### config.mk
export PLATFORM = sky130hd
export DESIGN_NAME = strided_escape_rle_decoder_unit
export DESIGN_NICKNAME = d
export VERILOG_FILES = /design/src/serle_pkg.sv /design/src/strided_escape_rle_decoder_unit.sv /design/src/serle_advance.sv /design/src/serle_decode.sv
export SDC_FILE = /design/constraint.sdc
export NUM_CORES = 1
export LEC_CHECK = 0
export BUFFER_PORTS_ARGS = -buffer_cell sky130_fd_sc_hd__buf_4
export CORE_MARGIN = 1
export CORE_UTILIZATION = 35
export CTS_BUF_LIST = sky130_fd_sc_hd__clkbuf_8
export CTS_CLUSTER_SIZE = 14
export DETAILED_ROUTE_END_ITERATION = 10
export HOLD_SLACK_MARGIN = 0.05
export REMOVE_ABC_BUFFERS = 1
export SYNTH_ARGS = -nofsm -noshare
export SYNTH_HDL_FRONTEND = slang
export SYNTH_SLANG_ARGS = --single-unit
### constraint.sdc
create_clock -name clock -period 5.6 [get_ports clock]
set_input_delay 1.12 -clock clock [delete_from_list [all_inputs] [get_ports clock]]
set_output_delay 1.12 -clock clock [all_outputs]
set_load 0.01 [all_outputs]
### src/serle_pkg.sv
`timescale 1ns / 1ps

package serle_pkg;

   localparam logic [14:0] STRIDE_MASK = 15'h7fff;

   typedef enum logic [3:0] {
      PH_HDR_ESC   = 4'd0,
      PH_HDR_FILL  = 4'd1,
      PH_HDR_HI    = 4'd2,
      PH_HDR_LO    = 4'd3,
      PH_IDLE      = 4'd4,
      PH_AFTER_ESC = 4'd5,
      PH_C0_COUNT  = 4'd6,
      PH_C0_VALUE  = 4'd7,
      PH_C1_HI     = 4'd8,
      PH_C1_LO     = 4'd9,
      PH_C1_VALUE  = 4'd10,
      PH_C2_HI     = 4'd11,
      PH_C2_LO     = 4'd12,
      PH_K_VALUE   = 4'd13,
      PH_RUN       = 4'd14,
      PH_DONE      = 4'd15
   } phase_type;

   localparam logic ACT_BYTE = 1'b0;
   localparam logic ACT_STEP = 1'b1;

   typedef struct packed {
      phase_type   phase;
      logic [7:0]  escape_code;
      logic [14:0] stride;
      logic [15:0] column;
      logic [15:0] position;
      logic [15:0] columns_left;
      logic [15:0] run_left;
      logic [7:0]  run_value;
      logic        run_is_skip;
   } state_type;

   // outcome of one screen position step
   typedef struct packed {
      logic        write_valid;
      logic [15:0] write_address;
      logic [7:0]  write_value;
      logic [15:0] position;
      logic [15:0] column;
      logic [15:0] columns_left;
      logic        done;
   } advance_type;

   typedef struct packed {
      logic        write_valid;
      logic [15:0] write_address;
      logic [7:0]  write_value;
      logic        fill_valid;
      logic [7:0]  fill_value;
      logic        run_pending;
      logic        finished;
      logic        protocol_error;
   } result_type;

endpackage

### src/strided_escape_rle_decoder_unit.sv
`timescale 1ns / 1ps

// channel | direction | handshake             | payload
// req     | in        | req_valid / req_ready | req_action, req_stream_byte
// rsp     | out       | rsp_valid / rsp_ready | write, fill, run_pending, finished, error
//
// one result per transfer, one transfer per cycle sustained while rsp_ready stays high
// a req item passes through the input register and then the result register before
// rsp_valid rises; a stalled rsp side can hold it in the input register
// the decode state is updated when an item moves from the input register into
// the result register, so the next item to be decoded already sees it
// synchronous active-high reset returns to the header phase with decode state and valid flags cleared
// a stalled rsp side holds the result register; req_ready drops only when both
// the input register and the result register are full

module strided_escape_rle_decoder_unit #(
   parameter int SCREEN_BYTES = 32000
) (
   input  logic        clock,
   input  logic        reset,
   input  logic        req_valid,
   output logic        req_ready,
   input  logic        req_action,
   input  logic [7:0]  req_stream_byte,
   output logic        rsp_valid,
   input  logic        rsp_ready,
   output logic        rsp_write_valid,
   output logic [15:0] rsp_write_address,
   output logic [7:0]  rsp_write_value,
   output logic        rsp_fill_valid,
   output logic [7:0]  rsp_fill_value,
   output logic        rsp_run_pending,
   output logic        rsp_finished,
   output logic        rsp_protocol_error
);

   // input register
   logic       in_valid_ff;
   logic       in_valid_in;
   logic       in_action_ff;
   logic [7:0] in_byte_ff;

   // decode state and result register
   serle_pkg::state_type  state_ff;
   serle_pkg::state_type  state_in;
   serle_pkg::result_type result_ff;
   serle_pkg::result_type result_in;
   logic                  out_valid_ff;
   logic                  out_valid_in;

   logic req_xfer;
   logic decode_go;

   // the item in the input register moves on when the result register frees up
   assign decode_go = in_valid_ff && (!out_valid_ff || rsp_ready);
   assign req_ready = !in_valid_ff || decode_go;
   assign req_xfer  = req_valid && req_ready;

   assign in_valid_in  = req_xfer || (in_valid_ff && !decode_go);
   assign out_valid_in = decode_go || (out_valid_ff && !rsp_ready);

   serle_decode #(
      .SCREEN_BYTES(SCREEN_BYTES)
   ) u_decode (
      .cur        (state_ff),
      .action     (in_action_ff),
      .stream_byte(in_byte_ff),
      .nxt        (state_in),
      .res        (result_in)
   );

   always_ff @(posedge clock) begin
      if (reset) begin
         in_valid_ff  <= 1'b0;
         out_valid_ff <= 1'b0;
         state_ff     <= '{phase: serle_pkg::PH_HDR_ESC, default: '0};
      end else begin
         in_valid_ff  <= in_valid_in;
         out_valid_ff <= out_valid_in;
         if (decode_go) begin
            state_ff <= state_in;
         end
      end
   end

   // payload registers carry no reset
   always_ff @(posedge clock) begin
      if (req_xfer) begin
         in_action_ff <= req_action;
         in_byte_ff   <= req_stream_byte;
      end
      if (decode_go) begin
         result_ff <= result_in;
      end
   end

   assign rsp_valid          = out_valid_ff;
   assign rsp_write_valid    = result_ff.write_valid;
   assign rsp_write_address  = result_ff.write_address;
   assign rsp_write_value    = result_ff.write_value;
   assign rsp_fill_valid     = result_ff.fill_valid;
   assign rsp_fill_value     = result_ff.fill_value;
   assign rsp_run_pending    = result_ff.run_pending;
   assign rsp_finished       = result_ff.finished;
   assign rsp_protocol_error = result_ff.protocol_error;

endmodule

### src/serle_advance.sv
`timescale 1ns / 1ps

module serle_advance #(
   parameter int SCREEN_BYTES = 32000
) (
   input  serle_pkg::state_type   cur,
   input  logic                   wr,
   input  logic [7:0]             value,
   output serle_pkg::advance_type adv
);

   localparam logic [16:0] SCREEN_LIMIT = 17'(SCREEN_BYTES);

   logic [16:0] sum;
   logic [15:0] next_pos;
   logic [15:0] next_col;
   logic        wrap;

   assign sum      = {1'b0, cur.position} + {2'b00, cur.stride};
   assign next_pos = sum[15:0];
   assign wrap     = {1'b0, next_pos} >= SCREEN_LIMIT;
   assign next_col = cur.column + 16'd1;

   always_comb begin
      adv.write_valid   = wr && ({1'b0, cur.position} < SCREEN_LIMIT);
      adv.write_address = adv.write_valid ? cur.position : 16'd0;
      adv.write_value   = adv.write_valid ? value : 8'd0;
      adv.position      = next_pos;
      adv.column        = cur.column;
      adv.columns_left  = cur.columns_left;
      adv.done          = 1'b0;
      if (wrap) begin
         // top of the next column
         adv.column   = next_col;
         adv.position = next_col;
         if (cur.columns_left == 16'd0) begin
            adv.done = 1'b1;
         end else begin
            adv.columns_left = cur.columns_left - 16'd1;
         end
      end
   end

endmodule

### src/serle_decode.sv
`timescale 1ns / 1ps

module serle_decode #(
   parameter int SCREEN_BYTES = 32000
) (
   input  serle_pkg::state_type  cur,
   input  logic                  action,
   input  logic [7:0]            stream_byte,
   output serle_pkg::state_type  nxt,
   output serle_pkg::result_type res
);

   serle_pkg::advance_type adv;
   logic                   adv_wr;
   logic [7:0]             adv_value;
   logic                   use_adv;
   logic [15:0]            lo_stride;

   assign adv_wr    = (action == serle_pkg::ACT_STEP) ? !cur.run_is_skip : 1'b1;
   assign adv_value = (action == serle_pkg::ACT_STEP) ? cur.run_value : stream_byte;
   assign lo_stride = {1'b0, cur.stride | {7'd0, stream_byte}};

   serle_advance #(
      .SCREEN_BYTES(SCREEN_BYTES)
   ) u_advance (
      .cur  (cur),
      .wr   (adv_wr),
      .value(adv_value),
      .adv  (adv)
   );

   always_comb begin
      nxt     = cur;
      use_adv = 1'b0;
      res     = '0;

      if (action == serle_pkg::ACT_STEP) begin
         if (cur.phase != serle_pkg::PH_RUN) begin
            res.protocol_error = 1'b1;
         end else begin
            use_adv = 1'b1;
            if (adv.done) begin
               nxt.phase = serle_pkg::PH_DONE;
            end else if (cur.run_left == 16'd0) begin
               nxt.phase = serle_pkg::PH_IDLE;
            end else begin
               nxt.run_left = cur.run_left - 16'd1;
            end
         end
      end else begin
         case (cur.phase)
            serle_pkg::PH_HDR_ESC: begin
               nxt.escape_code = stream_byte;
               nxt.phase       = serle_pkg::PH_HDR_FILL;
            end
            serle_pkg::PH_HDR_FILL: begin
               res.fill_valid = 1'b1;
               res.fill_value = stream_byte;
               nxt.phase      = serle_pkg::PH_HDR_HI;
            end
            serle_pkg::PH_HDR_HI: begin
               nxt.stride = {stream_byte[6:0], 8'd0} & serle_pkg::STRIDE_MASK;
               nxt.phase  = serle_pkg::PH_HDR_LO;
            end
            serle_pkg::PH_HDR_LO: begin
               nxt.stride   = lo_stride[14:0] & serle_pkg::STRIDE_MASK;
               nxt.column   = 16'd0;
               nxt.position = 16'd0;
               if (lo_stride == 16'd0) begin
                  nxt.phase = serle_pkg::PH_DONE;
               end else begin
                  nxt.columns_left = lo_stride - 16'd1;
                  nxt.phase        = serle_pkg::PH_IDLE;
               end
            end
            serle_pkg::PH_IDLE: begin
               if (stream_byte == cur.escape_code) begin
                  nxt.phase = serle_pkg::PH_AFTER_ESC;
               end else begin
                  use_adv = 1'b1;
                  if (adv.done) begin
                     nxt.phase = serle_pkg::PH_DONE;
                  end
               end
            end
            serle_pkg::PH_AFTER_ESC: begin
               if (stream_byte == cur.escape_code) begin
                  use_adv   = 1'b1;
                  nxt.phase = adv.done ? serle_pkg::PH_DONE : serle_pkg::PH_IDLE;
               end else if (stream_byte == 8'd0) begin
                  nxt.phase = serle_pkg::PH_C0_COUNT;
               end else if (stream_byte == 8'd1) begin
                  nxt.phase = serle_pkg::PH_C1_HI;
               end else if (stream_byte == 8'd2) begin
                  nxt.phase = serle_pkg::PH_C2_HI;
               end else begin
                  nxt.run_left = {8'd0, stream_byte};
                  nxt.phase    = serle_pkg::PH_K_VALUE;
               end
            end
            serle_pkg::PH_C0_COUNT: begin
               nxt.run_left = {8'd0, stream_byte};
               nxt.phase    = serle_pkg::PH_C0_VALUE;
            end
            serle_pkg::PH_C0_VALUE, serle_pkg::PH_C1_VALUE, serle_pkg::PH_K_VALUE: begin
               nxt.run_value   = stream_byte;
               nxt.run_is_skip = 1'b0;
               nxt.phase       = serle_pkg::PH_RUN;
            end
            serle_pkg::PH_C1_HI: begin
               nxt.run_left = {stream_byte, 8'd0};
               nxt.phase    = serle_pkg::PH_C1_LO;
            end
            serle_pkg::PH_C1_LO: begin
               nxt.run_left = {cur.run_left[15:8], stream_byte};
               nxt.phase    = serle_pkg::PH_C1_VALUE;
            end
            serle_pkg::PH_C2_HI: begin
               if (stream_byte == 8'd0) begin
                  nxt.phase = serle_pkg::PH_DONE;
               end else begin
                  nxt.run_left = {stream_byte, 8'd0};
                  nxt.phase    = serle_pkg::PH_C2_LO;
               end
            end
            serle_pkg::PH_C2_LO: begin
               nxt.run_left    = {cur.run_left[15:8], stream_byte};
               nxt.run_value   = 8'd0;
               nxt.run_is_skip = 1'b1;
               nxt.phase       = serle_pkg::PH_RUN;
            end
            serle_pkg::PH_RUN: begin
               res.protocol_error = 1'b1;
            end
            default: begin
               // after the end code bytes are dropped
            end
         endcase
      end

      if (use_adv) begin
         res.write_valid   = adv.write_valid;
         res.write_address = adv.write_address;
         res.write_value   = adv.write_value;
         nxt.position      = adv.position;
         nxt.column        = adv.column;
         nxt.columns_left  = adv.columns_left;
      end

      res.run_pending = (nxt.phase == serle_pkg::PH_RUN);
      res.finished    = (nxt.phase == serle_pkg::PH_DONE);
   end

endmodule

# --- Word-level counts from Yosys, hierarchy flattened ---
# Index checks and enable logic that the tools add are counted.
classes:
  addsub: 5
  magnitude_cmp: 2
  eq_ne: 33
  n_mux: 44
  n_bitwise: 3
  reduce_logical: 37
op_table:
  columns: ["op", "count"]
  rows:
  - ["two-way mux 16 bit", 11]
  - ["two-way mux 48 bit", 3]
  - ["one-hot mux 16 bit (5 select lines)", 1]
  - ["two-way mux 49 bit", 1]
  - ["logical NOT 16 bit", 3]
  - ["one-hot mux 4 bit (11 select lines)", 1]
  - ["two-way mux 4 bit", 10]
  - ["equality test 4 bit, second input constant", 9]
  - ["subtractor 16 x 1 -> 16 bit, second input constant", 2]
  - ["one-hot mux 15 bit (2 select lines)", 1]
  - ["one-hot mux 9 bit (2 select lines)", 1]
  - ["adder 16 x 1 -> 16 bit, second input constant", 1]
  - ["adder 16 x 15 -> 16 bit", 1]
  - ["equality test 4 x 3 -> 1 bit, second input constant", 4]
  - [">= comparator 16 x 15 -> 1 bit, second input constant", 1]
  - ["< comparator 16 x 15 -> 1 bit, second input constant", 1]
  - ["subtractor 15 x 1 -> 16 bit, second input constant", 1]
  - ["!= test 3 bit, second input constant", 5]
  - ["bitwise OR 15 x 8 -> 15 bit", 1]
  - ["AND reduction 3 bit", 4]
  - ["AND reduction 11 bit", 1]
  - ["!= test 2 bit, second input constant", 5]
  - ["AND reduction 10 bit", 1]
  - ["two-way mux 1 bit", 9]
  - ["other kinds (27)", 46]
word_totals:
  ff_bits: 148
  in_bits: 13
  out_inout_bits: 39
  elab_cells: 146

# --- Depth between registers and ports, before layout ---
# Gate-level depths: netlist (run 1).
depth:
  depth_word: 8
  depth_mapped: 15
  depth_no_buf: 13

# --- Modules after synthesis ---
# From an unflattened synthesis (run 1), not the netlist that was laid out.
unflattened:
  hier_cells: 1319
  area_unflattened_um2: 11138.2
by_module_without_submodules:
  columns: ["module", "instances", "cells_per_inst", "area_per_inst_um2", "seq_area_each_um2"]
  rows:
  - ["strided_escape_rle_decoder_unit", 1, 489, 6020.8, 3423.3]
  - ["serle_decode", 1, 554, 3198.1, 0.0]
  - ["serle_advance", 1, 276, 1919.3, 0.0]

# --- Least setup slack after synthesis (run 1) ---
# Ideal clock, no wire load.
synth_path:
  kind: "input to register"
  startpoint: "input port rsp_ready"
  endpoint: "register state_ff[73] (netlist name)"
  setup_time_ns: 0.124
  arrival_time_ns: 3.628
  t_required_ns: 5.476
  slack_ns: 1.848
  path_stages: 8
  path_buffers: 1
  path_cell_list: "nor2b_1 nand2b_1 inv_1 nand2_1 nor4_2 or2_2 clkbuf_1 nor2_1"
synth_between:
  elab_chain_len: 3
synth_rtl:
  columns: ["item", "line", "text"]
  rows:
  - ["start, declared", "strided_escape_rle_decoder_unit.sv:26", "input logic rsp_ready,"]
  - ["logical OR 1 bit", "strided_escape_rle_decoder_unit.sv:55", "assign decode_go = in_valid_ff && (!out_valid_ff || rsp_ready);"]
  - ["logical AND 1 bit", "strided_escape_rle_decoder_unit.sv:55", null]
  - ["named net decode_go", "strided_escape_rle_decoder_unit.sv:52", "logic decode_go;"]
  - ["AND reduction 3 bit (no source line)", null, null]
  - ["end signal, assigned", "strided_escape_rle_decoder_unit.sv:81", "state_ff <= state_in;"]
  - ["end, declared", "strided_escape_rle_decoder_unit.sv:44", "serle_pkg::state_type state_ff;"]
# The timed path passes the listed nets, and every way through them passes these cells.
# A chain may end at the register's enable or synchronous reset.

# --- Final worst setup path (run 1) ---
layout_path:
  startpoint: "register in_byte_ff[6]"
  endpoint: "register state_ff[32] (netlist name)"
layout_between:
  elab_chain_len: 6
  elab_cells_between_ends: 18
  classes_between: "add/sub: 1; eq/ne: 5; mux: 8; bitwise: 1; reduce/logical: 3"
layout_rtl:
  columns: ["item", "line", "text"]
  rows:
  - ["start, declared", "strided_escape_rle_decoder_unit.sv:41", "logic [7:0] in_byte_ff;"]
  - ["start signal, assigned", "strided_escape_rle_decoder_unit.sv:90", "in_byte_ff <= req_stream_byte;"]
  - ["bitwise OR 15 x 8 -> 15 bit or equality test 8 bit (tied branches)", "serle_decode.sv:21, serle_decode.sv:77, serle_decode.sv:87", null]
  - ["subtractor 15 x 1 -> 16 bit, or another cell as far along", "serle_decode.sv:72", "nxt.columns_left = lo_stride - 16'd1;"]
  - ["two-way mux 16 bit or one-hot mux 1 bit (2 select lines) (tied branches)", "serle_decode.sv:69, serle_decode.sv:51", null]
  - ["two-way mux 48 bit or two-way mux 1 bit (tied branches)", "serle_decode.sv:51, serle_decode.sv:37", null]
  - ["two-way mux 48 bit, or another cell as far along", "serle_decode.sv:37", "if (action == serle_pkg::ACT_STEP) begin"]
  - ["two-way mux 48 bit or AND reduction 6 bit (tied branches)", null, null]
# Several ways; a longest one is shown, not always the timed one. The select of a mux whose other input is x is not followed.

==> results of run 1 <==
through the flow:
stage	setup slack (ps)	utilization [%]
final	1660	39.6
after global routing	1510	39.6
after CTS	1720	39.6
after detailed placement	1750	38.0
after global placement	1760	38.0
after floorplan	2010	-
path summary, 6_finish.rpt:
path | start | end | slack [ps] | cells past startpoint
worst max-delay path | in_byte_ff[6]$_DFFE_PP_ | state_ff[32]$_SDFFE_PP0P_ | 1660 | 9
worst min-delay path | state_ff[71]$_SDFFE_PP0P_ | state_ff[71]$_SDFFE_PP0P_ | 470 | 1
worst max register to register | in_byte_ff[6]$_DFFE_PP_ | state_ff[32]$_SDFFE_PP0P_ | 1660 | 9
worst min register to register | state_ff[71]$_SDFFE_PP0P_ | state_ff[71]$_SDFFE_PP0P_ | 470 | 1
state kept, by name, summed over array words and instances, names as in the netlist:
name,cells
state_ff,100
rsp_valid,1
in_valid_ff,1
rsp_write_value,8
rsp_write_valid,1
in_byte_ff,8
rsp_fill_valid,1
rsp_write_address,16
in_action_ff,1
rsp_finished,1
rsp_run_pending,1
rsp_protocol_error,1
rsp_fill_value,8
metal layers:
layer | vias up | part of all wire, % | global-route usage [%]
li1 | 3523 | - | -
met1 | 3442 | 49 | 26.4
met2 | 216 | 44 | 28.1
met3 | 32 | 4.6 | 2.89
met4 | 0 | 1.9 | 5.70
met5 | - | 0 | 0
logic make-up after synthesis:
family,after synthesis,share of synthesized area [%]
AND/OR/NAND/NOR,371,21.4
adder cells (fa/ha/maj),21,3.25
multiplexers,19,2.29
flip-flops,148,41.1
XOR/XNOR,57,6.00
AO/OA/AOI/OAI,251,21.3
other,1,0.0451
buffers and inverters,88,4.60
worst register-to-register path, stage by stage (launching register included):
cell,delay (ps)
edfxtp_1,620
xor2_1,240
nor4_1,540
nand2_1,280
a211oi_1,420
or2_2,600
nor2_1,140
a22oi_2,560
nor4_1,150
a221o_1,290
synthesized netlist by cell type, types with 10 or more instances:
library cell,count,area [um2]
a22oi_1,19,143
a31oi_1,17,106
nand2_1,83,312
xor2_1,32,280
a21oi_1,75,375
and3_1,11,68.8
buf_2,17,85.1
nor2_1,125,469
inv_1,28,105
dfxtp_1,102,2040
nand3_1,22,110
o21ai_0,18,90.1
xnor2_1,25,219
nor4_1,14,87.6
and2_1,25,156
a211oi_1,22,165
nor3_1,28,140
mux2i_1,19,190
ha_1,20,250
clkbuf_1,33,124
edfxtp_1,46,1380
nand4_1,10,62.6
o32ai_1,11,96.3
cell type report:
cell class	count	area [um2]	share of cell area, %
Sequential cell	148	3420	37.0
Multi-Input combinational cell	720	4520	48.8
Inverter	29	109	1.18
Clock inverter	15	140	1.51
Tap cell	319	399	4.31
Timing Repair Buffer	58	435	4.70
Clock buffer	17	234	2.53
power breakdown:
part | switching (uW) | leakage [uW] | internal, uW
combinational | 147 | 0.00207 | 88.5
sequential | 32.2 | 0.00128 | 1130
clock | 421 | 0.000198 | 392
total | 601 | 0.00354 | 1610
==> summary.md, run 1 <==
| Metric | Value |
|---|---|
| Routed WL | `22,100 um` |
| Antenna violations before repair | `0` |
| Congestion Overflow GR | `0` |
| #FFs+latches synth | `148` |
| Buffers on Ports | `51` |
| RSZ-0062 raised after global routing | `no` |
| Power Total | `2210 uW` |
| Antenna Violating Nets Remaining | `0` |
| CP Data Required Time | `5950 ps` |
| Drt pass-1 iters | `5` |
| H-Tree Depth | `4` |
| Total Nets Final | `1,008` |
| GP Congestion | `0.884` |
| Post-CTS Hold Buffers | `0` |
| DRC viols | `0` |
| Crit Path Class | `reg -> reg` |
| Die height | `156 um` |
| Detailed Place HPWL | `15,500 um` |
| Area of the core | `0.0234 mm2` |
| Ys flop type | `dfxtp_1` |
| Worst-path maximum fanout | `31` |
| Syn_area_per_cell | `8.70 um2` |
| Setup tns final | `0 ps` |
| DR vias | `7,213` |
| Async S/R FF share, synth | `0%` |
| WHS | `473 ps` |
| Effective utilization at floorplan | `35.6%` |
| Status | `finished, final reports clean` |
| Worst path slowest cell | `edfxtp_1` |
| Setup-failing EPs final | `0` |
| Fillers | `2,401` |
| Yosys cell types | `86` |
| Final Max Slew Viols | `0` |
| Fin Clk Skew | `15.2 ps` |
| Global-route wire length before repair | `35,400 um` |
| CTS Root Buffer Type | `clkbuf_8` |
| Dpl cells | `1,274` |
| Rows | `56` |
| Max_slew headroom | `26.5%` |
| Area grow syn2layout | `11.2%` |
| Clock Latency Late Sink | `460 ps` |
| Worst-margin pin slew | `1090 ps` |
| Leakage | `0.00354 uW` |
| Dpl cell area | `0.00888 mm2` |
| Worst path max stage delay | `620 ps` |
| CP bufs+invs | `0` |
| Synth Cell Area | `0.00832 mm2` |
| Largest net degree at the start of global routing | `57` |
| Setup crit start kind | `flop` |
| Most common cell after layout, fill and taps aside | `nor2_1` |
| Synth warn | `0` |
| CP delay by family, top | `simple AND/OR/NAND/NOR gates` |
| Clock-pin slew on the worst setup and hold paths | `90 ps` |
| Critical path, cell by cell | `xor2_1, nor4_1, nand2_1, a211oi_1, or2_2, nor2_1, a22oi_2, nor4_1, a221o_1` |
| Setup repair bufs after CTS | `0` |
| CP most frequent cell | `nor4_1` |
| Worst min path class | `reg -> reg` |
| Total inserted antenna cells | `0` |
| Synth Instances | `956` |
| DR iter-0 viols | `646` |
| Via density per instance | `5.52` |
| Most frequent cells in the layout | `nor2_1 (125), dfxtp_1 (102), nand2_1 (83), a21oi_1 (75), buf_4 (58)` |
| Chip Width | `156 um` |
| Fin. Hold Viols | `0` |
| Avg WL per Cell | `17.0 um` |
| CTS Buffer Depth | `2` |
| Fmax | `254 MHz` |
| GRT Resource Usage Total | `18.4%` |
| Final worst path period need | `3940 ps` |
| Seq/Total Area, Yosys | `41.1%` |
| Worst setup EP type | `flop` |
| Die footprint | `0.0244 mm2` |
| Worst vdd ir | `0.144 mV` |
| CTS tree | `yes` |
| Vias in the first global route | `6,594` |
| Fin crit share | `70.4%` |
| CTS sink cnt | `148` |
| Number of synthesized flops with an enable pin | `46` |
| Layout cells sized above 1 | `11.8%` |
| Final instance area | `0.00926 mm2` |
| Cell Count, Final, Fillers Out | `1,306` |
| Ports | `52` |
| Post_cts resized | `0` |
| Pwr dens | `239 mW/mm2` |
| Maxcap violations | `0` |
| CTS buffer count | `17` |
| Critical Path AT | `4290 ps` |
Note: power is estimated with default switching activity, not from simulation.
==> run 2, diff against run 1 <==
--- a/config.mk
+++ b/config.mk
@@ -5,6 +5,7 @@
 export SDC_FILE = /design/constraint.sdc
 export NUM_CORES = 1
 export LEC_CHECK = 0
+export ABC_AREA = 1
 export BUFFER_PORTS_ARGS = -buffer_cell sky130_fd_sc_hd__buf_4
 export CORE_MARGIN = 1
 export CORE_UTILIZATION = 35
==> constraint.sdc (replaced) <==
create_clock -name clock -period 3.8 [get_ports clock]
set_input_delay 0.76 -clock clock [delete_from_list [all_inputs] [get_ports clock]]
set_output_delay 0.76 -clock clock [all_outputs]
set_load 0.01 [all_outputs]
==> summary.md, run 2 <==
| Metric | Value |
|---|---|
| Pre-CTS setup slack | `406 ps (-1350 ps)` |
| Synth Cell Area | `0.00854 mm2 (+2.6%)` |
| GRT Resource Usage Total | `18.8% (+0.36 points)` |
| Worst min path class | `reg -> reg` |
| Total Nets Final | `1,249 (+24%)` |
| Worst vdd ir | `0.197 mV (+36%)` |
| Clock-pin slew on the worst setup and hold paths | `80 ps (about the same)` |
| Effective utilization at floorplan | `36.0% (+0.49 points)` |
| Worst path max stage delay | `400 ps (-220 ps)` |
| Layout cells sized above 1 | `12.7% (+0.95 points)` |
| Fmax | `292 MHz (+15%)` |
| Rows | `56 (unchanged)` |
| DRC viols | `0 (unchanged)` |
| Async S/R FF share, synth | `0% (unchanged)` |
| Syn_area_per_cell | `7.28 um2 (-16%)` |
| Final Max Slew Viols | `0 (unchanged)` |
| Die height | `158 um (+1.3%)` |
| Critical path, cell by cell | `ha_1, inv_1, fa_1, inv_1, nand3_1, nand3_1, nand2_1, nand3b_1, nand2_1, a21oi_1, nand3_1, nand2_2, nand4_2, nand2_2, inv_2, o21ai_0, a31oi_1` |
| Most common cell after layout, fill and taps aside | `nand2_1` |
| Status | `finished, final reports clean` |
| Top reg by flops | `state_ff` |
| Setup-failing EPs final | `0 (unchanged)` |
| Ports | `52 (unchanged)` |
| Max reg flops | `100 (unchanged)` |
| Post-CTS Hold Buffers | `0 (unchanged)` |
| Via density per instance | `4.97 (-10%)` |
| Largest net degree at the start of global routing | `56 (-1.8%)` |
| CP bufs+invs | `3 (+3)` |
| Pwr dens | `352 mW/mm2 (+48%)` |
| Area of the core | `0.0237 mm2 (+1.2%)` |
| Post-synth top cells | `nand2_1 (229), nor2_1 (153), inv_1 (151), dfxtp_1 (102), a21oi_1 (99)` |
| Fillers | `2,477 (+3.2%)` |
| Yosys cell types | `56 (-35%)` |
| Global-route wire length before repair | `35,900 um (+1.4%)` |
| CTS sink cnt | `148 (unchanged)` |
| GP Congestion | `1.01 (+14%)` |
| Ys flop type | `dfxtp_1` |
| Worst-margin pin slew | `722 ps (-373 ps)` |
| Fin. Hold Viols | `0 (unchanged)` |
| Antenna Violating Nets Remaining | `0 (unchanged)` |
| Maxcap violations | `0 (unchanged)` |
| Max_slew headroom | `51.6% (+25 points)` |
| Setup crit start kind | `flop` |
| Power Total | `3380 uW (+53%)` |
| CTS tree | `yes` |
| Leakage | `0.00423 uW (+19%)` |
| CP delay by family, top | `simple AND/OR/NAND/NOR gates` |
| #FFs+latches synth | `148 (unchanged)` |
| Final setup margin | `381 ps (-1280 ps)` |
| DR vias | `7,685 (+6.5%)` |
| CTS buffer count | `17 (unchanged)` |
| Post_cts resized | `0 (unchanged)` |
| Synth Instances | `1,172 (+23%)` |
| Most frequent cells in the layout | `nand2_1 (229), nor2_1 (153), inv_1 (152), dfxtp_1 (102), a21oi_1 (99)` |
| Synth warn | `0 (unchanged)` |
| Critical Path AT | `3770 ps (-520 ps)` |
| CTS Root Buffer Type | `clkbuf_8` |
| WHS | `464 ps (-9.50 ps)` |
| Routed WL | `22,500 um (+1.7%)` |
| Buffers on Ports | `51 (unchanged)` |
| Cell with the most instances after synthesis | `nand2_1` |
| Antenna violations before repair | `0 (unchanged)` |
| Yosys top cell area share | `23.9% (-0.62 points)` |
| Synth area leader | `dfxtp_1` |
| DR iter-0 viols | `650 (+0.62%)` |
| Worst setup EP type | `flop` |
| Worst-path maximum fanout | `12 (-61%)` |
| Setup repair bufs after CTS | `0 (unchanged)` |
| Total inserted antenna cells | `0 (unchanged)` |
| Drt pass-1 iters | `6 (+1)` |
| CTS Buffer Depth | `2 (unchanged)` |
| H-Tree Depth | `4 (unchanged)` |
| Congestion Overflow GR | `0 (unchanged)` |
| Die footprint | `0.0250 mm2 (+2.6%)` |
| Avg WL per Cell | `14.6 um (-14%)` |
| CP Data Required Time | `4150 ps (-1800 ps)` |
| Crit Path Class | `reg -> reg` |
| Detailed Place HPWL | `16,700 um (+8.0%)` |
| Fin Clk Skew | `11.5 ps (-3.65 ps)` |
| Chip Width | `158 um (+1.3%)` |
| Worst path slowest cell | `nand4_2` |
| Fin crit share | `90.0% (+20 points)` |
| Vias in the first global route | `6,802 (+3.2%)` |
| Setup tns final | `0 ps (unchanged)` |
| Number of synthesized flops with an enable pin | `46 (unchanged)` |
| Synth area leaders | `dfxtp_1 (24%), edfxtp_1 (16%), nand2_1 (10%)` |
| RSZ-0062 raised after global routing | `no` |
| Final worst path period need | `3420 ps (-521 ps)` |
| Seq/Total Area, Yosys | `40.1% (-1.0 points)` |
| CP most frequent cell | `nand3_1` |
| Clock Latency Late Sink | `460 ps (about the same)` |
| Area grow syn2layout | `12.5%` |
==> run 2: cell count changes in the layout (fill, tap and decap cells not counted), moves of 17 or more <==
cell	previous run	this run
a211oi_1	22	0
a21oi_1	75	99
and2_1	25	2
inv_1	31	152
inv_2	0	23
mux2i_1	19	0
nand2_1	83	229
nand3_1	22	48
nor2_1	125	153
o21ai_0	18	65
xnor2_1	25	8
==> run 2: power by group <==
group | internal (uW) | total, uW | switching, uW
combinational | 122 | 361 | 238
clock | 709 | 1320 | 611
sequential | 1670 | 1700 | 35.9
total | 2500 | 3380 | 885
==> run 2: through the flow <==
step | instances | util [%] | cell area, um2
final | 1547 | 40.5 | 9600
after floorplan | 1140 | - | 8360
after global placement | 1515 | 38.8 | 9180
after global routing | 1547 | 40.5 | 9600
after detailed placement | 1515 | 38.8 | 9180
after CTS | 1547 | 40.5 | 9600
==> run 2: area by class of cell <==
type | instances | area [um2] | area share, %
sequential | 148 | 3420 | 35.6
multi-input combinational | 815 | 4270 | 44.5
inverter | 177 | 669 | 6.97
clock buffer | 17 | 234 | 2.44
tap | 319 | 399 | 4.16
clock inverter | 15 | 188 | 1.95
timing repair buffer | 56 | 420 | 4.38
==> run 2: cells by family after synthesis <==
family | after synthesis | share of synthesized area, %
AND/OR/NAND/NOR | 518 | 27.2
adder cells (fa/ha/maj) | 21 | 3.17
other | 1 | 0.0439
AO/OA/AOI/OAI | 235 | 15.5
flip-flops | 148 | 40.1
buffers and inverters | 209 | 9.89
XOR/XNOR | 40 | 4.10
==> run 2: routing by layer <==
metal	GRT usage, %	part of all wire, %
met5	0	0
met4	6.46	1.8
met3	3.31	6.4
met2	28.2	43
met1	26.7	48
==> run 2: worst min-delay path, delay by kind of cell (launching register included) <==
family           cells  cell delay [ps]
flip-flops           1              310
AND/OR/NAND/NOR      1               60
AO/OA/AOI/OAI        1               50
==> run 2: worst paths after layout <==
path	start	end	slack, ps	cells after the start
max	state_ff[73]$_SDFFE_PP0P_	state_ff[13]$_SDFFE_PP0P_	380	17
min	state_ff[60]$_SDFFE_PP0P_	state_ff[60]$_SDFFE_PP0P_	460	2
max reg2reg	state_ff[73]$_SDFFE_PP0P_	state_ff[13]$_SDFFE_PP0P_	380	17
min reg2reg	state_ff[60]$_SDFFE_PP0P_	state_ff[60]$_SDFFE_PP0P_	460	2
==> run 3, diff against run 2 <==
--- a/config.mk
+++ b/config.mk
@@ -8,7 +8,7 @@
 export ABC_AREA = 1
 export BUFFER_PORTS_ARGS = -buffer_cell sky130_fd_sc_hd__buf_4
 export CORE_MARGIN = 1
-export CORE_UTILIZATION = 35
+export CORE_UTILIZATION = 25
 export CTS_BUF_LIST = sky130_fd_sc_hd__clkbuf_8
 export CTS_CLUSTER_SIZE = 14
 export DETAILED_ROUTE_END_ITERATION = 10
==> summary.md, run 3 (same netlist as run 2, synthesis figures left out) <==
| Metric | Value |
|---|---|
| Total Nets Final | `1,250 (+0.080%)` |
| Worst-path maximum fanout | `22 (+10)` |
| Worst setup EP type | `flop` |
| Effective utilization at floorplan | `25.5% (-11 points)` |
| CTS Root Buffer Type | `clkbuf_8` |
| Worst vdd ir | `0.217 mV (+10%)` |
| Post_cts resized | `0 (unchanged)` |
| Avg WL per Cell | `13.9 um (-4.6%)` |
| Max reg flops | `100 (unchanged)` |
| Crit Path Class | `reg -> reg` |
| Final worst path period need | `3340 ps (-75.7 ps)` |
| Via density per instance | `4.63 (-6.8%)` |
| Worst-margin pin slew | `959 ps (+237 ps)` |
| Leakage | `0.00421 uW (-0.40%)` |
| Reg power frac | `51.3% (+1.0 points)` |
| Fin Clk Skew | `18.6 ps (+7.01 ps)` |
| DR vias | `7,762 (+1.0%)` |
| CP most frequent cell | `nand3_1` |
| GP Congestion | `0.959 (-4.8%)` |
| Maxcap violations | `0 (unchanged)` |
| GRT Resource Usage Total | `13.4% (-5.3 points)` |
| Most common cell after layout, fill and taps aside | `nand2_1` |
| Total inserted antenna cells | `0 (unchanged)` |
| Most frequent cells in the layout | `nand2_1 (229), nor2_1 (153), inv_1 (150), dfxtp_1 (102), a21oi_1 (99)` |
| Setup repair bufs after CTS | `0 (unchanged)` |
| Antenna Violating Nets Remaining | `0 (unchanged)` |
| Antenna violations before repair | `0 (unchanged)` |
| CTS sink cnt | `148 (unchanged)` |
| Clock Latency Late Sink | `470 ps (about the same)` |
| DR iter-0 viols | `731 (+12%)` |
| CTS buffer count | `17 (unchanged)` |
| Worst path max stage delay | `360 ps (-40 ps)` |
| Setup crit start kind | `flop` |
| Critical Path AT | `3710 ps (-60 ps)` |
| Finished Core Util | `29.1% (-11 points)` |
| Chip Width | `187 um (+18%)` |
| Vias in the first global route | `7,146 (+5.1%)` |
| CP delay by family, top | `simple AND/OR/NAND/NOR gates` |
| CTS tree | `yes` |
| CTS Buffer Depth | `2 (unchanged)` |
| Ports | `52 (unchanged)` |
| CP Data Required Time | `4170 ps (+20 ps)` |
| Die height | `187 um (+18%)` |
| Fmax | `299 MHz (+2.3%)` |
| P_int | `2340 uW (-6.5%)` |
| Fin crit share | `88.0% (-2.0 points)` |
| Sw frac | `29.6% (+3.5 points)` |
| Gate power share | `10.9% (+0.2 points)` |
| Layout cells sized above 1 | `13.3% (+0.56 points)` |
| R2R Setup Slk | `460 ps (+80 ps)` |
| Die footprint | `0.0349 mm2 (+39%)` |
| P_sw | `984 uW (+11%)` |
| Worst min path class | `reg -> reg` |
| Area grow syn2layout | `14.1%` |
| Rows | `67 (+20%)` |
| CP bufs+invs | `4 (+1)` |
| RSZ-0062 raised after global routing | `no` |
| Buffers on Ports | `51 (unchanged)` |
| H-Tree Depth | `4 (unchanged)` |
| Global-route wire length before repair | `37,500 um (+4.5%)` |
| DRC viols | `0 (unchanged)` |
| Clock-pin slew on the worst setup and hold paths | `100 ps (+20 ps)` |
| Area of the core | `0.0335 mm2 (+42%)` |
| Drt pass-1 iters | `5 (-1)` |
| Status | `finished, final reports clean` |
| Final Max Slew Viols | `0 (unchanged)` |
| Max_slew headroom | `36.0% (-16 points)` |
| Setup tns final | `0 ps (unchanged)` |
| Detailed Place HPWL | `17,200 um (+2.7%)` |
| Fillers | `3,597 (+45%)` |
| Critical path, cell by cell | `ha_1, inv_1, fa_1, inv_1, nand3_1, nand3_1, nand2_1, nand3b_1, nand2_1, a21oi_1, nand3_1, nand2_2, inv_4, nand2_2, nand2_4, nor2_8, inv_4, o21ai_0, a21oi_1` |
| Pwr dens | `341 mW/mm2 (-3.3%)` |
| Fin. Hold Viols | `0 (unchanged)` |
| Worst path slowest cell | `dfxtp_1` |
| Routed WL | `23,300 um (+3.4%)` |
| Congestion Overflow GR | `0 (unchanged)` |
| Top reg by flops | `state_ff` |
| Largest net degree at the start of global routing | `44 (-21%)` |
| Setup-failing EPs final | `0 (unchanged)` |
| Post-CTS Hold Buffers | `0 (unchanged)` |
| Clock network fraction of total power | `37.8% (-1.2 points)` |
run 3: cell count changes in the layout (fill, tap and decap cells not counted), moves of 2 or more:
cell / change
clkinv_4: -3
bufinv_16: -3
inv_6: +3
clkinv_1: -4
inv_1: -2
clkinvlp_4: +3
inv_8: +5
run 3: layout make-up:
class | count | area, um2 | share of cell area, %
tap | 448 | 561 | 5.75
clock inverter | 15 | 158 | 1.62
sequential | 148 | 3420 | 35.1
clock buffer | 17 | 234 | 2.40
inverter | 177 | 669 | 6.87
timing repair buffer | 57 | 428 | 4.39
multi-input combinational | 815 | 4270 | 43.8
run 3: path summary, 6_finish.rpt:
check | startpoint | to | cells past startpoint
setup / recovery | state_ff[73]$_SDFFE_PP0P_ | state_ff[35]$_SDFFE_PP0P_ | 19
hold / removal | state_ff[60]$_SDFFE_PP0P_ | state_ff[60]$_SDFFE_PP0P_ | 2
setup reg to reg | state_ff[73]$_SDFFE_PP0P_ | state_ff[35]$_SDFFE_PP0P_ | 19
hold reg to reg | state_ff[60]$_SDFFE_PP0P_ | state_ff[60]$_SDFFE_PP0P_ | 2
run 3: per-layer routing:
layer  global-route usage [%]  share of wire, %  vias up
met1                     18.2                47     3545
met2                     20.6                44      241
met3                     2.39               5.0       41
met4                     6.37               3.4        0
met5                        0                 0        -
li1                         -                 -     3935
run 3: power groups by stage:
stage / clock network, uW / logic [uW] / registers (uW)
floorplan: 0 / 230 / 1740
global placement: 0 / 358 / 1740
detailed placement: 0 / 359 / 1740
CTS: 1290 / 361 / 1700
global route: 1350 / 404 / 1710
finish: 1250 / 362 / 1700
run 3: worst register-to-register path, cell delays in order (launching register included):
cell and delay [ps]:
dfxtp_1 360, ha_1 240, inv_1 80, fa_1 350, inv_1 120, nand3_1 80, nand3_1 150, nand2_1 100
nand3b_1 120, nand2_1 60, a21oi_1 140, nand3_1 120, nand2_2 310, inv_4 180, nand2_2 130, nand2_4 150
nor2_8 210, inv_4 140, o21ai_0 180, a21oi_1 50
run 3: per-stage QoR:
stage / std cells / area, um2 / worst slack (ps) / power [uW] / hold WS, ps
after floorplan: 1140 / 8360 / 1030 / 1970 / 435
final: 1677 / 9740 / 456 / 3320 / 465
after CTS: 1677 / 9740 / 451 / 3350 / 444
after global placement: 1645 / 9350 / 618 / 2100 / 452
after global routing: 1677 / 9740 / 67.2 / 3470 / 433
after detailed placement: 1645 / 9350 / 454 / 2100 / 456
